## config.mk

```make
export PLATFORM = sky130hd
export DESIGN_NAME = base64_stream_encoder_top
export DESIGN_NICKNAME = d
export VERILOG_FILES = /design/src/sv/b64e_pkg.sv /design/src/sv/b64e_front.sv /design/src/sv/b64e_queue.sv /design/src/sv/b64e_back.sv /design/src/sv/base64_stream_encoder_top.sv
export VERILOG_INCLUDE_DIRS = /design/src /design/src/sv
export SDC_FILE = /design/constraint.sdc
export NUM_CORES = 1
export LEC_CHECK = 0
export ABC_AREA = 1
export BUFFER_PORTS_ARGS = -buffer_cell sky130_fd_sc_hd__buf_4
export CORE_ASPECT_RATIO = 0.7
export CORE_MARGIN = 10
export CORE_UTILIZATION = 40
export CTS_CLUSTER_SIZE = 10
export DETAILED_ROUTE_END_ITERATION = 7
export GPL_ROUTABILITY_DRIVEN = 1
export PLACE_DENSITY = 0.56
export SKIP_CTS_REPAIR_TIMING = 1
export SLEW_MARGIN = 5
export SYNTH_ARGS = -nofsm -noshare
export SYNTH_HDL_FRONTEND = slang
export SYNTH_SLANG_ARGS = --single-unit
```

## constraint.sdc

```tcl
create_clock -name clk -period 4.85 [get_ports clk]
set_input_delay 0 -clock clk [delete_from_list [all_inputs] [get_ports clk]]
set_output_delay 0 -clock clk [all_outputs]
set_load 0.05 [all_outputs]
```

## src/sv/base64_stream_encoder_top_assert.svh

```systemverilog
// Assertion macros shared by the base64 stream encoder modules
`ifndef BASE64_STREAM_ENCODER_TOP_ASSERT_SVH
`define BASE64_STREAM_ENCODER_TOP_ASSERT_SVH

// Same-cycle implication, sampled on clk, off during reset
`define B64E_ASSERT_IMP(lbl, ante, cons) \
    lbl: assert property (@(posedge clk) disable iff (!rst_n) (ante) |-> (cons)) \
        else $error("b64e check failed");

// Next-cycle implication, sampled on clk, off during reset
`define B64E_ASSERT_NXT(lbl, ante, cons) \
    lbl: assert property (@(posedge clk) disable iff (!rst_n) (ante) |=> (cons)) \
        else $error("b64e check failed");

`endif

```

## src/sv/b64e_pkg.sv

```systemverilog
// Shared types, constants and the sextet-to-ASCII mapping for the base64 encoder
`default_nettype none

package b64e_pkg;

    // Group queue geometry
    localparam int Q_DEPTH = 2;
    localparam int Q_PTR_W = $clog2(Q_DEPTH);
    localparam int Q_CNT_W = $clog2(Q_DEPTH + 1);

    localparam logic [7:0] PAD_CHAR = 8'h3D;

    // Number of trailing '=' characters in a group
    typedef enum logic [1:0] {
        PAD_NONE = 2'd0,
        PAD_ONE  = 2'd1,
        PAD_TWO  = 2'd2
    } pad_t;

    // One encode request: 24 bits of group data plus framing
    typedef struct packed {
        logic [23:0] bits;
        pad_t        pad;
        logic        last;
    } group_t;

    // Standard alphabet: A-Z, a-z, 0-9, '+', '/'
    function automatic logic [7:0] sextet_to_ascii(input logic [5:0] v);
        logic [7:0] w;
        logic [7:0] c;
        begin
            w = {2'b00, v};
            if (v < 6'd26)
            begin
                c = w + 8'd65;
            end
            else if (v < 6'd52)
            begin
                c = w + 8'd71;
            end
            else if (v < 6'd62)
            begin
                c = w - 8'd4;
            end
            else if (v == 6'd62)
            begin
                c = 8'h2B;
            end
            else
            begin
                c = 8'h2F;
            end
            return c;
        end
    endfunction

endpackage

`default_nettype wire

```

## src/sv/b64e_front.sv

```systemverilog
// Front end: gathers raw bytes into groups and classifies them for encoding
`default_nettype none

module b64e_front
    import b64e_pkg::*;
(
    input  wire logic       clk,
    input  wire logic       rst_n,
    input  wire logic       push,
    input  wire logic [7:0] data_byte,
    input  wire logic       final_byte,
    input  wire logic       q_full,
    output logic            full,
    output logic            q_wr,
    output group_t          q_entry
);

    logic [15:0] pending_bytes_reg, pending_bytes_next;
    logic [1:0]  pending_count_reg, pending_count_next;
    logic        accept;

    assign full   = q_full;
    assign accept = push && !q_full;

    // Classify the incoming byte against the pending state
    always_comb
    begin
        pending_bytes_next = pending_bytes_reg;
        pending_count_next = pending_count_reg;
        q_wr               = 1'b0;
        q_entry.bits       = {pending_bytes_reg, data_byte};
        q_entry.pad        = PAD_NONE;
        q_entry.last       = final_byte;
        if (accept)
        begin
            if (pending_count_reg >= 2'd2)
            begin
                // full group of three bytes
                q_wr               = 1'b1;
                pending_bytes_next = '0;
                pending_count_next = '0;
            end
            else if (!final_byte)
            begin
                // hold byte, no output yet
                if (pending_count_reg == 2'd0)
                begin
                    pending_bytes_next = {data_byte, 8'h00};
                end
                else
                begin
                    pending_bytes_next = {pending_bytes_reg[15:8], data_byte};
                end
                pending_count_next = pending_count_reg + 2'd1;
            end
            else
            begin
                // short final group, padded
                q_wr = 1'b1;
                if (pending_count_reg == 2'd0)
                begin
                    q_entry.bits = {data_byte, 16'h0000};
                    q_entry.pad  = PAD_TWO;
                end
                else
                begin
                    q_entry.bits = {pending_bytes_reg[15:8], data_byte, 8'h00};
                    q_entry.pad  = PAD_ONE;
                end
                pending_bytes_next = '0;
                pending_count_next = '0;
            end
        end
    end

    always_ff @(posedge clk or negedge rst_n)
    begin
        if (!rst_n)
        begin
            pending_bytes_reg <= '0;
            pending_count_reg <= '0;
        end
        else
        begin
            pending_bytes_reg <= pending_bytes_next;
            pending_count_reg <= pending_count_next;
        end
    end

endmodule

`default_nettype wire

```

## src/sv/b64e_queue.sv

```systemverilog
// Short queue of encode requests between the front end and the character stage
`default_nettype none

`include "base64_stream_encoder_top_assert.svh"

module b64e_queue
    import b64e_pkg::*;
(
    input  wire logic   clk,
    input  wire logic   rst_n,
    input  wire logic   wr,
    input  wire group_t wr_entry,
    input  wire logic   rd,
    output group_t      rd_entry,
    output logic        q_full,
    output logic        q_empty
);

    group_t               entries_reg [Q_DEPTH];
    logic [Q_PTR_W-1:0]   wr_ptr_reg, wr_ptr_next;
    logic [Q_PTR_W-1:0]   rd_ptr_reg, rd_ptr_next;
    logic [Q_CNT_W-1:0]   count_reg, count_next;

    assign q_full   = (count_reg == Q_CNT_W'(Q_DEPTH));
    assign q_empty  = (count_reg == '0);
    assign rd_entry = entries_reg[rd_ptr_reg];

    // Pointer and occupancy update
    always_comb
    begin
        wr_ptr_next = wr_ptr_reg;
        rd_ptr_next = rd_ptr_reg;
        count_next  = count_reg;
        if (wr)
        begin
            wr_ptr_next = (wr_ptr_reg == Q_PTR_W'(Q_DEPTH - 1)) ? '0 : wr_ptr_reg + 1'b1;
        end
        if (rd)
        begin
            rd_ptr_next = (rd_ptr_reg == Q_PTR_W'(Q_DEPTH - 1)) ? '0 : rd_ptr_reg + 1'b1;
        end
        if (wr && !rd)
        begin
            count_next = count_reg + 1'b1;
        end
        else if (rd && !wr)
        begin
            count_next = count_reg - 1'b1;
        end
    end

    always_ff @(posedge clk or negedge rst_n)
    begin
        if (!rst_n)
        begin
            wr_ptr_reg <= '0;
            rd_ptr_reg <= '0;
            count_reg  <= '0;
        end
        else
        begin
            wr_ptr_reg <= wr_ptr_next;
            rd_ptr_reg <= rd_ptr_next;
            count_reg  <= count_next;
        end
    end

    // Entry storage, no reset
    always_ff @(posedge clk)
    begin
        if (wr)
        begin
            entries_reg[wr_ptr_reg] <= wr_entry;
        end
    end

    `B64E_ASSERT_IMP(a_no_overflow, wr && !rd, !q_full)
    `B64E_ASSERT_IMP(a_no_underflow, rd, !q_empty)
    `B64E_ASSERT_IMP(a_count_bound, 1'b1, count_reg <= Q_CNT_W'(Q_DEPTH))

endmodule

`default_nettype wire

```

## src/sv/b64e_back.sv

```systemverilog
// Back end: turns each encode request into four characters, one per cycle while pop keeps up
`default_nettype none

`include "base64_stream_encoder_top_assert.svh"

module b64e_back
    import b64e_pkg::*;
(
    input  wire logic       clk,
    input  wire logic       rst_n,
    input  wire logic       q_empty,
    input  wire group_t     rd_entry,
    output logic            q_rd,
    input  wire logic       pop,
    output logic            empty,
    output logic [7:0]      out_char,
    output logic            last_char
);

    group_t      cur_reg, cur_next;
    logic        busy_reg, busy_next;
    logic [1:0]  idx_reg, idx_next;
    logic        out_valid_reg, out_valid_next;
    logic [7:0]  out_char_reg, out_char_next;
    logic        last_reg, last_next;

    logic        pop_acc;
    logic        emit;
    logic        end_group;
    logic        is_pad;
    logic [5:0]  sextet;

    assign pop_acc   = pop && out_valid_reg;
    assign emit      = busy_reg && (!out_valid_reg || pop_acc);
    assign end_group = emit && (idx_reg == 2'd3);
    assign q_rd      = !q_empty && (!busy_reg || end_group);

    // Sextet select, most significant first
    always_comb
    begin
        case (idx_reg)
            2'd0:    sextet = cur_reg.bits[23:18];
            2'd1:    sextet = cur_reg.bits[17:12];
            2'd2:    sextet = cur_reg.bits[11:6];
            default: sextet = cur_reg.bits[5:0];
        endcase
    end

    // Trailing positions become '=' per the pad count
    assign is_pad = ((idx_reg == 2'd3) && (cur_reg.pad != PAD_NONE))
                 || ((idx_reg == 2'd2) && (cur_reg.pad == PAD_TWO));

    // Group sequencing and output register update
    always_comb
    begin
        cur_next       = cur_reg;
        busy_next      = busy_reg;
        idx_next       = idx_reg;
        out_valid_next = out_valid_reg;
        out_char_next  = out_char_reg;
        last_next      = last_reg;
        if (pop_acc)
        begin
            out_valid_next = 1'b0;
        end
        if (emit)
        begin
            out_valid_next = 1'b1;
            out_char_next  = is_pad ? PAD_CHAR : sextet_to_ascii(sextet);
            last_next      = cur_reg.last && (idx_reg == 2'd3);
            idx_next       = idx_reg + 2'd1;
        end
        if (end_group)
        begin
            busy_next = 1'b0;
        end
        if (q_rd)
        begin
            cur_next  = rd_entry;
            busy_next = 1'b1;
        end
    end

    always_ff @(posedge clk or negedge rst_n)
    begin
        if (!rst_n)
        begin
            busy_reg      <= 1'b0;
            idx_reg       <= '0;
            out_valid_reg <= 1'b0;
        end
        else
        begin
            busy_reg      <= busy_next;
            idx_reg       <= idx_next;
            out_valid_reg <= out_valid_next;
        end
    end

    // Payload registers, no reset
    always_ff @(posedge clk)
    begin
        cur_reg      <= cur_next;
        out_char_reg <= out_char_next;
        last_reg     <= last_next;
    end

    assign empty     = !out_valid_reg;
    assign out_char  = out_char_reg;
    assign last_char = last_reg;

    `B64E_ASSERT_IMP(a_idle_idx_zero, !busy_reg, idx_reg == 2'd0)
    `B64E_ASSERT_NXT(a_group_done_idle, end_group && !q_rd, !busy_reg)
    `B64E_ASSERT_NXT(a_hold_out, out_valid_reg && !pop, out_valid_reg && $stable(out_char_reg))

endmodule

`default_nettype wire

```

## src/sv/base64_stream_encoder_top.sv

```systemverilog
// Top level of the streaming base64 encoder: front end, request queue, character stage
//
//   Channel  | Handshake          | Payload
//   ---------+--------------------+------------------------------
//   input    | push / full        | data_byte[7:0], final_byte
//   result   | empty / pop        | out_char[7:0], last_char
//
// A byte is accepted every cycle while the two-entry request queue has room.
// The character stage emits one character per cycle while pop keeps up, so a
// steady stream runs at four characters per three bytes.
// The first character of a group passes the queue, group and output registers.
// A stalled pop holds the output register; the queue absorbs the front end.
// Reset (rst_n low) clears pending bytes, queue pointers and the output valid flag.
`default_nettype none

module base64_stream_encoder_top
    import b64e_pkg::*;
(
    input  wire logic       clk,
    input  wire logic       rst_n,
    input  wire logic       push,
    output logic            full,
    input  wire logic [7:0] data_byte,
    input  wire logic       final_byte,
    output logic            empty,
    input  wire logic       pop,
    output logic [7:0]      out_char,
    output logic            last_char
);

    group_t wr_entry;
    group_t rd_entry;
    logic   q_wr;
    logic   q_rd;
    logic   q_full;
    logic   q_empty;

    b64e_front u_front (
        .clk        (clk),
        .rst_n      (rst_n),
        .push       (push),
        .data_byte  (data_byte),
        .final_byte (final_byte),
        .q_full     (q_full),
        .full       (full),
        .q_wr       (q_wr),
        .q_entry    (wr_entry)
    );

    b64e_queue u_queue (
        .clk      (clk),
        .rst_n    (rst_n),
        .wr       (q_wr),
        .wr_entry (wr_entry),
        .rd       (q_rd),
        .rd_entry (rd_entry),
        .q_full   (q_full),
        .q_empty  (q_empty)
    );

    b64e_back u_back (
        .clk       (clk),
        .rst_n     (rst_n),
        .q_empty   (q_empty),
        .rd_entry  (rd_entry),
        .q_rd      (q_rd),
        .pop       (pop),
        .empty     (empty),
        .out_char  (out_char),
        .last_char (last_char)
    );

endmodule

`default_nettype wire
```

==> impl_metrics.csv <==
group,metric,value,unit
clock_tree,htreeDepth,4,
clock_tree,cts_buffers,17,
power_and_ir_drop,clkPwrFrac,25.5,%
die,core,0.0124,mm^2
synth,synth_top_area_share,53.4,%
power_and_ir_drop,switching_share,38.4,%
power_and_ir_drop,p_int,0.00285,W
die,ios,24,
synth,async_reset_ff_share,22.4,%
clock_tree,cts_root_buf,"clkbuf_16",
layout,layout-drive-gt1-share,16.6,%
placement,hpwlAfterDp,7.17,mm
die,rows,34,
synth,synth_compound_area_share,6.72,%
layout,diodes,0,
sta,fmax,454,MHz
drt,wirelength,10.4,mm
layout,final_cell_mix,"167 x nand2_1, 90 x edfxtp_1, 35 x inv_1",
synth,synth_cells,470,
layout,largest_reg_flops,54,
placement,gp_congestion,0.837,
placement,placedCellCount,650,
synth,netlist_area,0.00506,mm^2
sta,maxSlewViolCount,0,
power_and_ir_drop,p_leak,2.59,nW
clock_tree,cts_tree,"done",
power_and_ir_drop,power.density,757,mW/mm^2
drt,wl_per_cell,15.0,um
drt,drc_errors,0,
flow_run,maxCapViolations,0,
power_and_ir_drop,p_switching,0.00177,W
power_and_ir_drop,power_frac_comb,38.5,%
synth,synthMuxAreaShare,0,%
critical_path,endpoint_kind,"flip-flop",
drt,num_vias,3273,
critical_path,required,5130,ps
drt,viasPerCell,4.72,
synth,synth_cell_type_count,36,
die,start_util,40.7,%
global_route,grt-ovfl-total,0,
synth,synthFlopType,"edfxtp_1",
min_path,hold_path.class,"primary input to async pin",
clock_tree,insertion_delay,410,ps
die,die_w,154,um
drt,ant_nets,0,
sta,finalHoldViolations,0,
clock_tree,cts_max_path_buffers,2,
drt,drtIter0Drc,159,
layout,multi_input_area,0.00151,mm^2
placement,portBuffers,23,
clock_tree,path_clk_slew,50,ps
layout,stdcell_count,693,
synth,synth_largest_area_cell,"edfxtp_1",
global_route,grt_pass1_vias,3122,
layout,regArea,0.00335,mm^2
global_route,grt_max_degree,30,
synth,synthAdderAreaFrac,2.47,%
layout,final_common_cell,"nand2_1",
sta,setup_violations,0,
die,die_h,114,um
sta,rsz0062_at_grt,"false",
sta,period_share,45.4,%
clock_tree,clock_sinks,116,
global_route,grtUsageTotal,12.4,%
power_and_ir_drop,power_frac_seq,36.0,%
status,status,"complete, no violations",
global_route,antenna_found_initial,0,
synth,synth.area.top_cells,"edfxtp_1 53%, dfrtp_1 13%, nand2_1 12%, o21ai_0 3.0%, nor2_1 2.7%",
sta,fin_skew,7.71,ps
synth,ys.warnings.count,0,
synth,synth-edff-count,90,
drt,dr.pass1.iters,4,
synth,synthSimpleGateAreaFrac,19.5,%
sta,slew_headroom,43.0,%
critical_path,startpoint_type,"flip-flop",
synth,synth_top_family_by_area,"simple AND/OR/NAND/NOR gates",
layout,num-fill-cells,1131,
critical_path,crit_arrival,2490,ps
critical_path,cp_max_fo,7,
power_and_ir_drop,irDropWorstVdd,0.453,mV
synth,synthXorXnorAreaFrac,0.865,%
synth,synth-seq-cells,116,
synth,avgSynthCellArea,10.8,um^2
sta,worstMarginPinSlew,850,ps
synth,syn_nets,493,
critical_path,critPathKind,"flip-flop to flip-flop",
global_route,grt_pass1_wl,16.9,mm
sta,tns,0,ps
die,dieArea,0.0176,mm^2
layout,nets,541,
sta,finalCriticalPeriod,2200,ps
layout,area_growth,20.5,%
synth,seq_area_frac_synth,66.3,%
area by class of cell:
class	instances	share of cell area, %
sequential	116	55.0
timing repair buffer	38	5.13
clock buffer	17	6.97
inverter	41	2.58
multi-input combinational	304	24.7
tap	162	3.32
clock inverter	15	2.30
critical path, stage by stage, from the launching register on:
cell and delay, ps:
dfrtp_1 390, inv_1 120, ha_1 310, nand2_1 100, nand2_1 70, nor2_1 60, nor2_4 140, inv_1 110
ha_1 200, or2_2 290, nand3_1 80, nand2_1 50, inv_1 40, nand2_1 40, nand2_1 50
synth_stat cells (all sizes together), types with 5 or more instances:
cell type	instances
nand2	173
ha	10
nor2	39
a21oi	13
dfrtp	26
inv	38
or2	6
clkbuf	5
nand3	12
o21ai	37
edfxtp	90
stage by stage:
stage | utilization [%] | power, W | worst slack [ps] | hold WS [ps] | cell area, um^2
finish | 49.1 | 0.00462 | 2650 | 43.5 | 6100
global route | 49.1 | 0.00495 | 2390 | 102 | 6100
CTS | 48.2 | 0.00466 | 2640 | -493 | 5990
detailed placement | 43.7 | 0.00346 | 2660 | -53.5 | 5430
global placement | 43.7 | 0.00344 | 2720 | -57.4 | 5430
floorplan | - | 0.00300 | 1500 | -296 | 5060
power by group through the flow:
stage               Sequential, W  Combinational, W  Clock (W)
floorplan                 0.00178           0.00122          0
global placement          0.00168           0.00176          0
detailed placement        0.00168           0.00178          0
CTS                       0.00167           0.00179    0.00120
global route              0.00170           0.00200    0.00125
finish                    0.00166           0.00178    0.00118
metal layers:
metal	up-vias	GRT usage, %	wire [um]
li1	1647	-	-
met1	1538	17.8	5440
met2	71	16.6	4250
met3	17	3.94	550
met4	0	5.71	188
met5	-	0	0
final timing paths:
| check | from | endpoint | slack [ps] | depth (start not counted) |
|---|---|---|---|---|
| setup / recovery | u_back.idx_reg[0]$_DFFE_PN0P_ | u_back.out_char[2]$_SDFFCE_PP1P_ | 2650 | 14 |
| setup reg to reg | u_back.idx_reg[0]$_DFFE_PN0P_ | u_back.out_char[2]$_SDFFCE_PP1P_ | 2650 | 14 |
| hold reg to reg | u_back.busy_reg$_DFFE_PN0P_ | u_back.out_valid_reg$_DFFE_PN0P_ | 490 | 2 |
| min in group clk | push | u_front.pending_bytes_reg[2]$_DFFE_PN0P_ | 80 | 4 |
| hold / removal | rst_n | u_back.out_valid_reg$_DFFE_PN0P_ | 40 | 2 |
| max in group asynchronous | rst_n | u_front.pending_bytes_reg[11]$_DFFE_PN0P_ | 4520 | 2 |
logic make-up (layout without fill, tap and decap cells):
group	after synthesis	in the layout
and+or+nand+nor	234	234
DFF	116	116
AOI/OAI and AO/OA	54	54
buffers and inverters	50	111
adders and majority gates	10	10
xor gates and xnor gates	5	5
other	1	1
No activity file was read; power rests on OpenSTA's default activity.
